[config.mk]
export PLATFORM = sky130hd
export DESIGN_NAME = elimination_tree_column_counts_flat
export DESIGN_NICKNAME = d
export VERILOG_FILES = /design/src/hdl/etc_pkg.sv /design/src/hdl/etc_if.sv /design/src/hdl/elimination_tree_column_counts.sv /design/src/hdl/etc_row_ram.sv /design/src/hdl/etc_core.sv /design/src/flat_wrapper.sv
export SDC_FILE = /design/constraint.sdc
export NUM_CORES = 1
export LEC_CHECK = 0
export ABC_CLOCK_PERIOD_IN_PS = 6400
export BUFFER_PORTS_ARGS = -buffer_cell sky130_fd_sc_hd__buf_4
export CORE_AREA = 4 4 216 429
export CTS_BUF_LIST = sky130_fd_sc_hd__clkbuf_2 sky130_fd_sc_hd__clkbuf_4 sky130_fd_sc_hd__clkbuf_8
export CTS_CLUSTER_DIAMETER = 80
export DETAILED_ROUTE_END_ITERATION = 10
export DIE_AREA = 0 0 220 433
export PLACE_DENSITY = 0.8
export SLEW_MARGIN = 25
export SYNTH_ARGS = -nofsm -noshare
export SYNTH_HDL_FRONTEND = slang
export SYNTH_SLANG_ARGS = --single-unit
[constraint.sdc]
create_clock -name clk_i -period 6.4 [get_ports clk_i]
set_input_delay 0.96 -clock clk_i [delete_from_list [all_inputs] [get_ports clk_i]]
set_output_delay 0.96 -clock clk_i [all_outputs]
set_load 0.01 [all_outputs]
[src/hdl/etc_pkg.sv]
// Shared types, constants and codes for the elimination tree column count block.
// Used by the channel interfaces, the row memory, the core and the top level.
package etc_pkg;

  localparam int unsigned MAX_SIZE = 64;
  localparam int unsigned IDX_W    = $clog2(MAX_SIZE);
  localparam int unsigned SIZE_W   = $clog2(MAX_SIZE + 1);
  localparam int unsigned CMD_W    = 2;
  localparam int unsigned STAT_W   = 2;
  localparam int unsigned TOTAL_W  = 11;

  typedef enum logic [CMD_W-1:0] {
    CMD_START  = 2'd0,
    CMD_ENTRY  = 2'd1,
    CMD_FINISH = 2'd2,
    CMD_READ   = 2'd3
  } etc_cmd_e;

  typedef enum logic [STAT_W-1:0] {
    STAT_OK    = 2'd0,
    STAT_BELOW = 2'd1,
    STAT_ORDER = 2'd2,
    STAT_RANGE = 2'd3
  } etc_status_e;

  typedef enum logic [1:0] {
    ST_IDLE,
    ST_RD,
    ST_EV,
    ST_DONE
  } etc_state_e;

  typedef struct packed {
    logic             known;
    logic [IDX_W-1:0] parent;
    logic [IDX_W-1:0] mark;
    logic [IDX_W-1:0] count;
  } etc_row_t;

  typedef struct packed {
    logic [CMD_W-1:0] command;
    logic [IDX_W-1:0] row_index;
    logic [IDX_W-1:0] col_index;
  } etc_req_t;

  typedef struct packed {
    logic [STAT_W-1:0]  status;
    logic [IDX_W-1:0]   parent;
    logic               has_parent;
    logic [IDX_W-1:0]   col_count;
    logic [TOTAL_W-1:0] total_count;
  } etc_res_t;

endpackage

[src/hdl/etc_if.sv]
// Valid/ready channel interfaces: command items in, result items out, size register write.
// Depends on etc_pkg for field widths.
interface etc_in_if;
  logic                        valid;
  logic                        ready;
  logic [etc_pkg::CMD_W-1:0]   command;
  logic [etc_pkg::IDX_W-1:0]   row_index;
  logic [etc_pkg::IDX_W-1:0]   col_index;
  modport source (output valid, command, row_index, col_index, input ready);
  modport sink   (input valid, command, row_index, col_index, output ready);
endinterface

interface etc_out_if;
  logic                        valid;
  logic                        ready;
  logic [etc_pkg::STAT_W-1:0]  status;
  logic [etc_pkg::IDX_W-1:0]   parent;
  logic                        has_parent;
  logic [etc_pkg::IDX_W-1:0]   col_count;
  logic [etc_pkg::TOTAL_W-1:0] total_count;
  modport source (output valid, status, parent, has_parent, col_count, total_count,
                  input ready);
  modport sink   (input valid, status, parent, has_parent, col_count, total_count,
                  output ready);
endinterface

interface etc_cfg_if;
  logic                        valid;
  logic                        ready;
  logic [etc_pkg::SIZE_W-1:0]  data;
  modport source (output valid, data, input ready);
  modport sink   (input valid, data, output ready);
endinterface

[src/hdl/elimination_tree_column_counts.sv]
// Top level of the elimination tree and column count block: size register and result register.
// Depends on etc_pkg, etc_if and etc_core.
//
// Usage: after a start item, send pattern entries (row, column) of the upper triangle in
// ascending column order, then a finish item, then read items for each column. Every item
// gives exactly one result item on out_o carrying the sticky status and the running total.
// cfg_i writes matrix_size (0 acts as 1, above 64 acts as 64); write it only while idle.
// Results: out_o.valid is raised by the output register after the core's done state. Start,
// finish and out-of-range reads go straight to that state; in-range reads pass one read
// and one evaluate step; an entry walks the tree and updates k nodes (k < matrix_size).
// With out_o.ready high the next item can be taken in the same cycle as the result appears.
// The walk sets how long an entry takes: each tree step is one read of the row memory and one
// evaluate-and-write step. One item is in work at a time; in_i.ready is low meanwhile.
// A result waits in the output register while out_o.ready is low; the next item is accepted
// once the core is idle and that register is free or being taken.
// Reset clears the status, column position, tables and total, and sets matrix_size to 64.
module elimination_tree_column_counts (
  input  logic      clk_i,
  input  logic      rst_ni,
  etc_in_if.sink    in_i,
  etc_out_if.source out_o,
  etc_cfg_if.sink   cfg_i
);

  localparam int unsigned SW = etc_pkg::SIZE_W;

  logic [SW-1:0]     size_q;
  logic [SW-1:0]     size_eff;
  logic              core_idle;
  logic              core_done;
  logic              go;
  etc_pkg::etc_req_t req;
  etc_pkg::etc_res_t core_res;
  etc_pkg::etc_res_t out_q;
  logic              out_valid_q;

  assign size_eff = (size_q == '0) ? SW'(1) :
                    (size_q > SW'(etc_pkg::MAX_SIZE)) ? SW'(etc_pkg::MAX_SIZE) : size_q;

  assign cfg_i.ready = 1'b1;
  assign in_i.ready  = core_idle && (!out_valid_q || out_o.ready);
  assign go          = in_i.valid && in_i.ready;

  assign req.command   = in_i.command;
  assign req.row_index = in_i.row_index;
  assign req.col_index = in_i.col_index;

  etc_core u_core (
    .clk_i  (clk_i),
    .rst_ni (rst_ni),
    .go_i   (go),
    .req_i  (req),
    .size_i (size_eff),
    .idle_o (core_idle),
    .done_o (core_done),
    .res_o  (core_res)
  );

  always_ff @(posedge clk_i or negedge rst_ni) begin
    if (!rst_ni) begin
      size_q <= SW'(etc_pkg::MAX_SIZE);
    end else if (cfg_i.valid && cfg_i.ready) begin
      size_q <= cfg_i.data;
    end
  end

  always_ff @(posedge clk_i or negedge rst_ni) begin
    if (!rst_ni) begin
      out_valid_q <= 1'b0;
    end else if (core_done) begin
      out_valid_q <= 1'b1;
    end else if (out_o.ready) begin
      out_valid_q <= 1'b0;
    end
  end

  always_ff @(posedge clk_i) begin
    if (core_done) begin
      out_q <= core_res;
    end
  end

  assign out_o.valid       = out_valid_q;
  assign out_o.status      = out_q.status;
  assign out_o.parent      = out_q.parent;
  assign out_o.has_parent  = out_q.has_parent;
  assign out_o.col_count   = out_q.col_count;
  assign out_o.total_count = out_q.total_count;

  a_busy_after_accept: assert property (@(posedge clk_i) disable iff (!rst_ni)
    go |=> !in_i.ready)
    else $error("input taken while an item is still in work");

  a_done_into_free_reg: assert property (@(posedge clk_i) disable iff (!rst_ni)
    core_done |-> !out_valid_q)
    else $error("result overwrites an item not yet taken");

  a_parent_above_node: assert property (@(posedge clk_i) disable iff (!rst_ni)
    out_valid_q && out_q.has_parent |-> out_q.parent != '0)
    else $error("tree parent of column zero or missing");

endmodule

[src/hdl/etc_row_ram.sv]
// Single-port-write, single-port-read row memory holding parent, visit mark and count per node.
// Depends on etc_pkg for the row type and depth.
module etc_row_ram (
  input  logic                     clk_i,
  input  logic                     we_i,
  input  logic [etc_pkg::IDX_W-1:0] waddr_i,
  input  etc_pkg::etc_row_t         wdata_i,
  input  logic [etc_pkg::IDX_W-1:0] raddr_i,
  output etc_pkg::etc_row_t         rdata_o
);

  etc_pkg::etc_row_t mem [etc_pkg::MAX_SIZE];
  etc_pkg::etc_row_t rdata_q;

  always_ff @(posedge clk_i) begin
    if (we_i) begin
      mem[waddr_i] <= wdata_i;
    end
    rdata_q <= mem[raddr_i];
  end

  assign rdata_o = rdata_q;

endmodule

[src/hdl/etc_core.sv]
// Command sequencer and tree walker: one row memory read per walk step, plus a write for each node it updates.
// Depends on etc_pkg and etc_row_ram.
module etc_core (
  input  logic                      clk_i,
  input  logic                      rst_ni,
  input  logic                      go_i,
  input  etc_pkg::etc_req_t         req_i,
  input  logic [etc_pkg::SIZE_W-1:0] size_i,
  output logic                      idle_o,
  output logic                      done_o,
  output etc_pkg::etc_res_t         res_o
);

  localparam int unsigned IW = etc_pkg::IDX_W;
  localparam int unsigned SW = etc_pkg::SIZE_W;
  localparam int unsigned MS = etc_pkg::MAX_SIZE;

  etc_pkg::etc_state_e  state_q, state_d;
  etc_pkg::etc_status_e err_q, err_d;
  etc_pkg::etc_cmd_e    cmd_q, cmd_d;
  logic [IW-1:0]        node_q, node_d;
  logic [IW-1:0]        col_q, col_d;
  logic [IW-1:0]        cur_q, cur_d;
  logic                 cur_valid_q, cur_valid_d;
  logic [MS-1:0]        row_valid_q, row_valid_d;
  logic [etc_pkg::TOTAL_W-1:0] total_q, total_d;
  logic                 range_q, range_d;
  logic [IW-1:0]        par_q, par_d;
  logic                 hasp_q, hasp_d;
  logic [IW-1:0]        cnt_q, cnt_d;

  logic                 we;
  logic [IW-1:0]        waddr;
  etc_pkg::etc_row_t    wdata;
  etc_pkg::etc_row_t    rdata;
  etc_pkg::etc_row_t    row_cur;
  etc_pkg::etc_cmd_e    cmd_in;
  logic [SW-1:0]        row_w, col_w, cur_next;

  etc_row_ram u_ram (
    .clk_i   (clk_i),
    .we_i    (we),
    .waddr_i (waddr),
    .wdata_i (wdata),
    .raddr_i (node_q),
    .rdata_o (rdata)
  );

  assign cmd_in   = etc_pkg::etc_cmd_e'(req_i.command);
  assign row_w    = {1'b0, req_i.row_index};
  assign col_w    = {1'b0, req_i.col_index};
  assign cur_next = {1'b0, cur_q} + SW'(1);
  assign row_cur  = row_valid_q[node_q] ? rdata : '0;

  always_ff @(posedge clk_i or negedge rst_ni) begin
    if (!rst_ni) begin
      state_q     <= etc_pkg::ST_IDLE;
      err_q       <= etc_pkg::STAT_OK;
      cmd_q       <= etc_pkg::CMD_START;
      node_q      <= '0;
      col_q       <= '0;
      cur_q       <= '0;
      cur_valid_q <= 1'b0;
      row_valid_q <= '0;
      total_q     <= '0;
      range_q     <= 1'b0;
      par_q       <= '0;
      hasp_q      <= 1'b0;
      cnt_q       <= '0;
    end else begin
      state_q     <= state_d;
      err_q       <= err_d;
      cmd_q       <= cmd_d;
      node_q      <= node_d;
      col_q       <= col_d;
      cur_q       <= cur_d;
      cur_valid_q <= cur_valid_d;
      row_valid_q <= row_valid_d;
      total_q     <= total_d;
      range_q     <= range_d;
      par_q       <= par_d;
      hasp_q      <= hasp_d;
      cnt_q       <= cnt_d;
    end
  end

  always_comb begin
    state_d     = state_q;
    err_d       = err_q;
    cmd_d       = cmd_q;
    node_d      = node_q;
    col_d       = col_q;
    cur_d       = cur_q;
    cur_valid_d = cur_valid_q;
    row_valid_d = row_valid_q;
    total_d     = total_q;
    range_d     = range_q;
    par_d       = par_q;
    hasp_d      = hasp_q;
    cnt_d       = cnt_q;
    we          = 1'b0;
    waddr       = req_i.col_index;
    wdata       = '0;
    done_o      = 1'b0;

    case (state_q)
      etc_pkg::ST_IDLE: begin
        if (go_i) begin
          cmd_d   = cmd_in;
          col_d   = req_i.col_index;
          node_d  = req_i.row_index;
          range_d = 1'b0;
          par_d   = '0;
          hasp_d  = 1'b0;
          cnt_d   = '0;
          state_d = etc_pkg::ST_DONE;
          case (cmd_in)
            etc_pkg::CMD_START: begin
              err_d       = etc_pkg::STAT_OK;
              cur_d       = '0;
              cur_valid_d = 1'b0;
              row_valid_d = '0;
              total_d     = '0;
            end
            etc_pkg::CMD_ENTRY: begin
              if (err_q == etc_pkg::STAT_OK) begin
                if (row_w >= size_i || col_w >= size_i) begin
                  err_d = etc_pkg::STAT_RANGE;
                end else if (req_i.row_index > req_i.col_index) begin
                  err_d = etc_pkg::STAT_BELOW;
                end else if (!cur_valid_q && req_i.col_index != '0) begin
                  err_d = etc_pkg::STAT_ORDER;
                end else if (cur_valid_q && req_i.col_index != cur_q
                             && col_w != cur_next) begin
                  err_d = etc_pkg::STAT_ORDER;
                end else begin
                  if (!cur_valid_q || req_i.col_index != cur_q) begin
                    we          = 1'b1;
                    wdata.mark  = req_i.col_index;
                    row_valid_d[req_i.col_index] = 1'b1;
                    cur_d       = req_i.col_index;
                    cur_valid_d = 1'b1;
                  end
                  state_d = etc_pkg::ST_RD;
                end
              end
            end
            etc_pkg::CMD_FINISH: begin
              if (err_q == etc_pkg::STAT_OK && (!cur_valid_q || cur_next != size_i)) begin
                err_d = etc_pkg::STAT_ORDER;
              end
            end
            etc_pkg::CMD_READ: begin
              if (col_w >= size_i) begin
                range_d = 1'b1;
              end else begin
                node_d  = req_i.col_index;
                state_d = etc_pkg::ST_RD;
              end
            end
            default: begin
              state_d = etc_pkg::ST_DONE;
            end
          endcase
        end
      end
      etc_pkg::ST_RD: begin
        state_d = etc_pkg::ST_EV;
      end
      etc_pkg::ST_EV: begin
        if (cmd_q == etc_pkg::CMD_READ) begin
          hasp_d  = row_cur.known;
          par_d   = row_cur.known ? row_cur.parent : '0;
          cnt_d   = row_cur.count;
          state_d = etc_pkg::ST_DONE;
        end else if (row_cur.mark == col_q) begin
          state_d = etc_pkg::ST_DONE;
        end else begin
          we           = 1'b1;
          waddr        = node_q;
          wdata.known  = 1'b1;
          wdata.parent = row_cur.known ? row_cur.parent : col_q;
          wdata.mark   = col_q;
          wdata.count  = row_cur.count + IW'(1);
          row_valid_d[node_q] = 1'b1;
          total_d = total_q + etc_pkg::TOTAL_W'(1);
          node_d  = wdata.parent;
          state_d = etc_pkg::ST_RD;
        end
      end
      etc_pkg::ST_DONE: begin
        done_o  = 1'b1;
        state_d = etc_pkg::ST_IDLE;
      end
      default: begin
        state_d = etc_pkg::ST_IDLE;
      end
    endcase
  end

  assign idle_o            = (state_q == etc_pkg::ST_IDLE);
  assign res_o.status      = (range_q && err_q == etc_pkg::STAT_OK) ? etc_pkg::STAT_RANGE : err_q;
  assign res_o.parent      = par_q;
  assign res_o.has_parent  = hasp_q;
  assign res_o.col_count   = cnt_q;
  assign res_o.total_count = total_q;

endmodule
[src/flat_wrapper.sv]
// flat-port wrapper written by rule: the top's interface ports become plain ports
module elimination_tree_column_counts_flat 
  (clk_i, rst_ni, in_i_valid, in_i_command, in_i_row_index, in_i_col_index, in_i_ready, out_o_valid, out_o_status, out_o_parent, out_o_has_parent, out_o_col_count, out_o_total_count, out_o_ready, cfg_i_valid, cfg_i_data, cfg_i_ready);
  etc_in_if in_i_i ();
  etc_out_if out_o_i ();
  etc_cfg_if cfg_i_i ();
  input  logic clk_i;
  input  logic rst_ni;
  input wire logic [$bits(in_i_i.valid)-1:0] in_i_valid;
  input wire logic [$bits(in_i_i.command)-1:0] in_i_command;
  input wire logic [$bits(in_i_i.row_index)-1:0] in_i_row_index;
  input wire logic [$bits(in_i_i.col_index)-1:0] in_i_col_index;
  output wire logic [$bits(in_i_i.ready)-1:0] in_i_ready;
  output wire logic [$bits(out_o_i.valid)-1:0] out_o_valid;
  output wire logic [$bits(out_o_i.status)-1:0] out_o_status;
  output wire logic [$bits(out_o_i.parent)-1:0] out_o_parent;
  output wire logic [$bits(out_o_i.has_parent)-1:0] out_o_has_parent;
  output wire logic [$bits(out_o_i.col_count)-1:0] out_o_col_count;
  output wire logic [$bits(out_o_i.total_count)-1:0] out_o_total_count;
  input wire logic [$bits(out_o_i.ready)-1:0] out_o_ready;
  input wire logic [$bits(cfg_i_i.valid)-1:0] cfg_i_valid;
  input wire logic [$bits(cfg_i_i.data)-1:0] cfg_i_data;
  output wire logic [$bits(cfg_i_i.ready)-1:0] cfg_i_ready;
  assign in_i_i.valid = in_i_valid;
  assign in_i_i.command = in_i_command;
  assign in_i_i.row_index = in_i_row_index;
  assign in_i_i.col_index = in_i_col_index;
  assign in_i_ready = in_i_i.ready;
  assign out_o_valid = out_o_i.valid;
  assign out_o_status = out_o_i.status;
  assign out_o_parent = out_o_i.parent;
  assign out_o_has_parent = out_o_i.has_parent;
  assign out_o_col_count = out_o_i.col_count;
  assign out_o_total_count = out_o_i.total_count;
  assign out_o_i.ready = out_o_ready;
  assign cfg_i_i.valid = cfg_i_valid;
  assign cfg_i_i.data = cfg_i_data;
  assign cfg_i_ready = cfg_i_i.ready;
  elimination_tree_column_counts u_core (.clk_i(clk_i), .rst_ni(rst_ni), .in_i(in_i_i), .out_o(out_o_i), .cfg_i(cfg_i_i));
endmodule
==> flow_summary.toml <==
[sta]
report.final.hold_viol_count = 0
timing.setup.tns_ps = 0
achievable-frequency_mhz = 171
final-setup-viol-count = 0
worst_margin_slew_ps = 1190
timing.final.max_slew_violations = 0
relSlewSlack = 0.208
skew_ps = 53.4
period_share = 0.913
grt_setup_unrepaired = "no"
period_minus_slack_ps = 5840

[pwr]
share_seq_of_total_power = 0.437
power.clock.fraction = 0.242
swShare = 0.378
power.net_switching_uw = 9810
design_power_total_uw = 26000
static-leakage-power_uw = 0.0190
power.combinational.fraction = 0.320
p_int_uw = 16100
vdd_drop_max_uv = 351
power.density_cell_area_nw_per_um2 = 436

[drt]
routed-via-count = 34400
ant_nets = 0
finalWirelength_mm = 161
drc = 0
drt_pre_antenna_iters = 6
detail_route.iter0.violations = 5730
detail_routed_via_count_per_cell = 7.20
routed_wire_length_per_instance_um = 33.7

[final_layout]
finish.net_count = 3518
layout-drive-gt1-share = 0.168
synthToLayoutAreaGrowth_pct = 11.6
finish.utilization = 0.667
finished_layout_cells = 4782
fin_area_um2 = 59500

[place]
placed_area_um2 = 56000
buffer_ports.inserted = 53
routabilityCongestion = 0.975
placed_cells_incl_taps = 4471
place.detailed.hpwl_mm = 95.7

[clock_tree]
inserted_clock_buffers = 169
cts_htree_levels = 4
clock_path_buffers = 3
clock-sinks = 1383
cts_tree = "built"
cts_root_buffer = "sky130_fd_sc_hd__clkbuf_8"
cts_hold_repair.buffers = 0
post_cts_resized = 0
clk_pin_slew_worst_paths_ps = 70
cts_setup_buffers = 0
clock_insertion_delay_worst_skew_ps = 850

[critical_path]
cp_data_arrival_time_ps = 6420
setup_crit_path_kind = "register to register"
rr_worst_depth = 11
crit-reg2reg-launch = "u_core.u_core.node_q[1]"
timing.critical_path.required_ps = 6980
r2r_slack_ps = 560
worst_setup_path_start_kind = "register"
cp_max_fo = 44
crit_path_end_kind = "register"
regToRegEndpoint = "u_core.u_core.u_ram.mem[9][3]"

[grt]
globalRouteTotalUtil = 0.338
number_of_antenna_violations_at_the_first_check_in_global_routing = 5
grt_start_max_net_pins = 103
overflow_left_after_global_routing = 0
grt_pass1_vias = 33500
grt_first_pass_wirelength_mm = 230

[floorplan]
start_util = 0.598
die-height_um = 433
floorplan.core_area_um2 = 89200
die-area_um2 = 95300
fp.dieW_um = 220
std_cell_rows = 155
boundaryPins = 55

[job]
max_cap_violations = 0

[yosys]
postSynth.asyncResetShare = 0.0882
synth_cell_area_um2 = 53300
synth_enable_flop_cells = 1242
post-synth-top-count-cell = "sky130_fd_sc_hd__edfxtp_1"
synth_cells = 3340
largest_area_contributor_in_the_netlist = "sky130_fd_sc_hd__edfxtp_1"
post_synth_most_frequent_cells = "sky130_fd_sc_hd__edfxtp_1, sky130_fd_sc_hd__a22oi_1, sky130_fd_sc_hd__a21oi_1"
synth_top_cells_by_area = "sky130_fd_sc_hd__edfxtp_1, sky130_fd_sc_hd__a22oi_1, sky130_fd_sc_hd__dfrtp_1"
synth_top_flop_cell = "sky130_fd_sc_hd__edfxtp_1"
synth_nets = 3391
synth.ff_latch_count = 1383
synth_top_area_share = 0.699
post_synth.cell_area_avg_um2 = 16.0
yosys_warnings = 0
unique_masters_post_synth = 79
yosysSeqAreaShare = 0.763

[worst_hold_path]
hold_class = "primary input to async pin"

[run_status]
outcome = "complete, no violations"
[metrics by stage]
| step | setup slack (ps) | hold WS (ps) |
|---|---|---|
| 2_1_floorplan | 508 | 425 |
| 3_3_place_gp | 827 | 439 |
| 3_5_place_dp | 740 | 445 |
| 4_1_cts | 696 | 155 |
| 5_1_grt | 269 | 213 |
| 6_report | 559 | 189 |
[registers in the layout, indices dropped and copies added (netlist names), 7 cells and up]
register and flops:
u_core.out_o.total_count 11, u_core.size_q 7, u_core.u_core.row_valid_q 64, u_core.u_core.total_q 11
u_core.u_core.u_ram.mem 1216, u_core.u_core.u_ram.rdata_o 19
[final cells by class]
class / instances / area [µm²]
Sequential cell: 1383 / 40700
Fill cell: 5681 / 29700
Multi-Input combinational cell: 1700 / 12300
Clock buffer: 207 / 2620
Timing Repair Buffer: 185 / 1580
Tap cell: 1177 / 1470
Clock inverter: 100 / 757
Inverter: 28 / 105
Antenna cell: 2 / 5.00
[critical path, stage by stage, from the launching register on]
cell and delay [ps]:
sky130_fd_sc_hd__dfrtp_1 870, sky130_fd_sc_hd__inv_1 350, sky130_fd_sc_hd__and3_1 240, sky130_fd_sc_hd__o41ai_1 330, sky130_fd_sc_hd__nand3_1 340, sky130_fd_sc_hd__nand4bb_1 770, sky130_fd_sc_hd__a221oi_2 580, sky130_fd_sc_hd__o31ai_4 250
sky130_fd_sc_hd__buf_12 310, sky130_fd_sc_hd__mux2i_2 830, sky130_fd_sc_hd__nor2_2 310, sky130_fd_sc_hd__buf_4 310
[how the worst max path moves through the flow]
stage	from	end	slack, ps	cells past startpoint
finish	u_core.u_core.node_q[1]	u_core.u_core.u_ram.mem[9][3]	560	11
global route	u_core.u_core.node_q[1]	u_core.u_core.u_ram.mem[9][10]	270	11
CTS	u_core.u_core.node_q[1]	u_core.u_core.u_ram.mem[1][5]	700	10
detailed placement	u_core.u_core.node_q[1]	u_core.u_core.u_ram.mem[1][5]	740	10
global placement	u_core.u_core.node_q[1]	u_core.u_core.u_ram.mem[36][15]	830	10
floorplan	in_i_col_index[0]	u_core.u_core.u_ram.mem[0][10]	510	11
[layer usage]
metal,up-vias,global-route usage,part of all wire
li1,14000,-,-
met1,16800,0.382,0.30
met2,2895,0.537,0.48
met3,718,0.0905,0.12
met4,0,0.273,0.10
met5,-,0,0
[cell usage in the layout, fill, tap and decap left out, types with 27 or more instances in the layout]
master,count
sky130_fd_sc_hd__edfxtp_1,1242
sky130_fd_sc_hd__a22oi_1,439
sky130_fd_sc_hd__a21oi_1,267
sky130_fd_sc_hd__clkbuf_8,170
sky130_fd_sc_hd__buf_4,168
sky130_fd_sc_hd__dfrtp_1,120
sky130_fd_sc_hd__a22o_1,100
sky130_fd_sc_hd__nor2_1,89
sky130_fd_sc_hd__a221oi_1,88
sky130_fd_sc_hd__nand3_1,67
sky130_fd_sc_hd__o22a_1,64
sky130_fd_sc_hd__a31oi_1,58
sky130_fd_sc_hd__nor2_4,56
sky130_fd_sc_hd__nand2_1,52
sky130_fd_sc_hd__clkinv_1,48
sky130_fd_sc_hd__nand4_1,45
sky130_fd_sc_hd__clkbuf_4,37
sky130_fd_sc_hd__a41oi_1,33
sky130_fd_sc_hd__clkinv_2,31
sky130_fd_sc_hd__o21ai_0,28
sky130_fd_sc_hd__nor2_2,27
[cell families after synthesis]
logic type / share of synthesized area
AND/OR/NAND/NOR: 0.0401
AO/OA/AOI/OAI: 0.157
flip-flops: 0.763
adder cells (fa/ha/maj): 0.00586
buffers and inverters: 0.0194
XOR/XNOR: 0.00378
multiplexers: 0.0105
other: 0.0000703
[power by group through the flow]
stage          Combinational, µW  Sequential [µW]  Clock (µW)
2_1_floorplan               4240            11300           0
3_3_place_gp                7630            11500           0
3_5_place_dp                7770            11500           0
4_1_cts                     7800            11300        6310
5_1_grt                     8440            11400        6700
6_report                    8320            11400        6290
(Power assumes the default switching activity.)
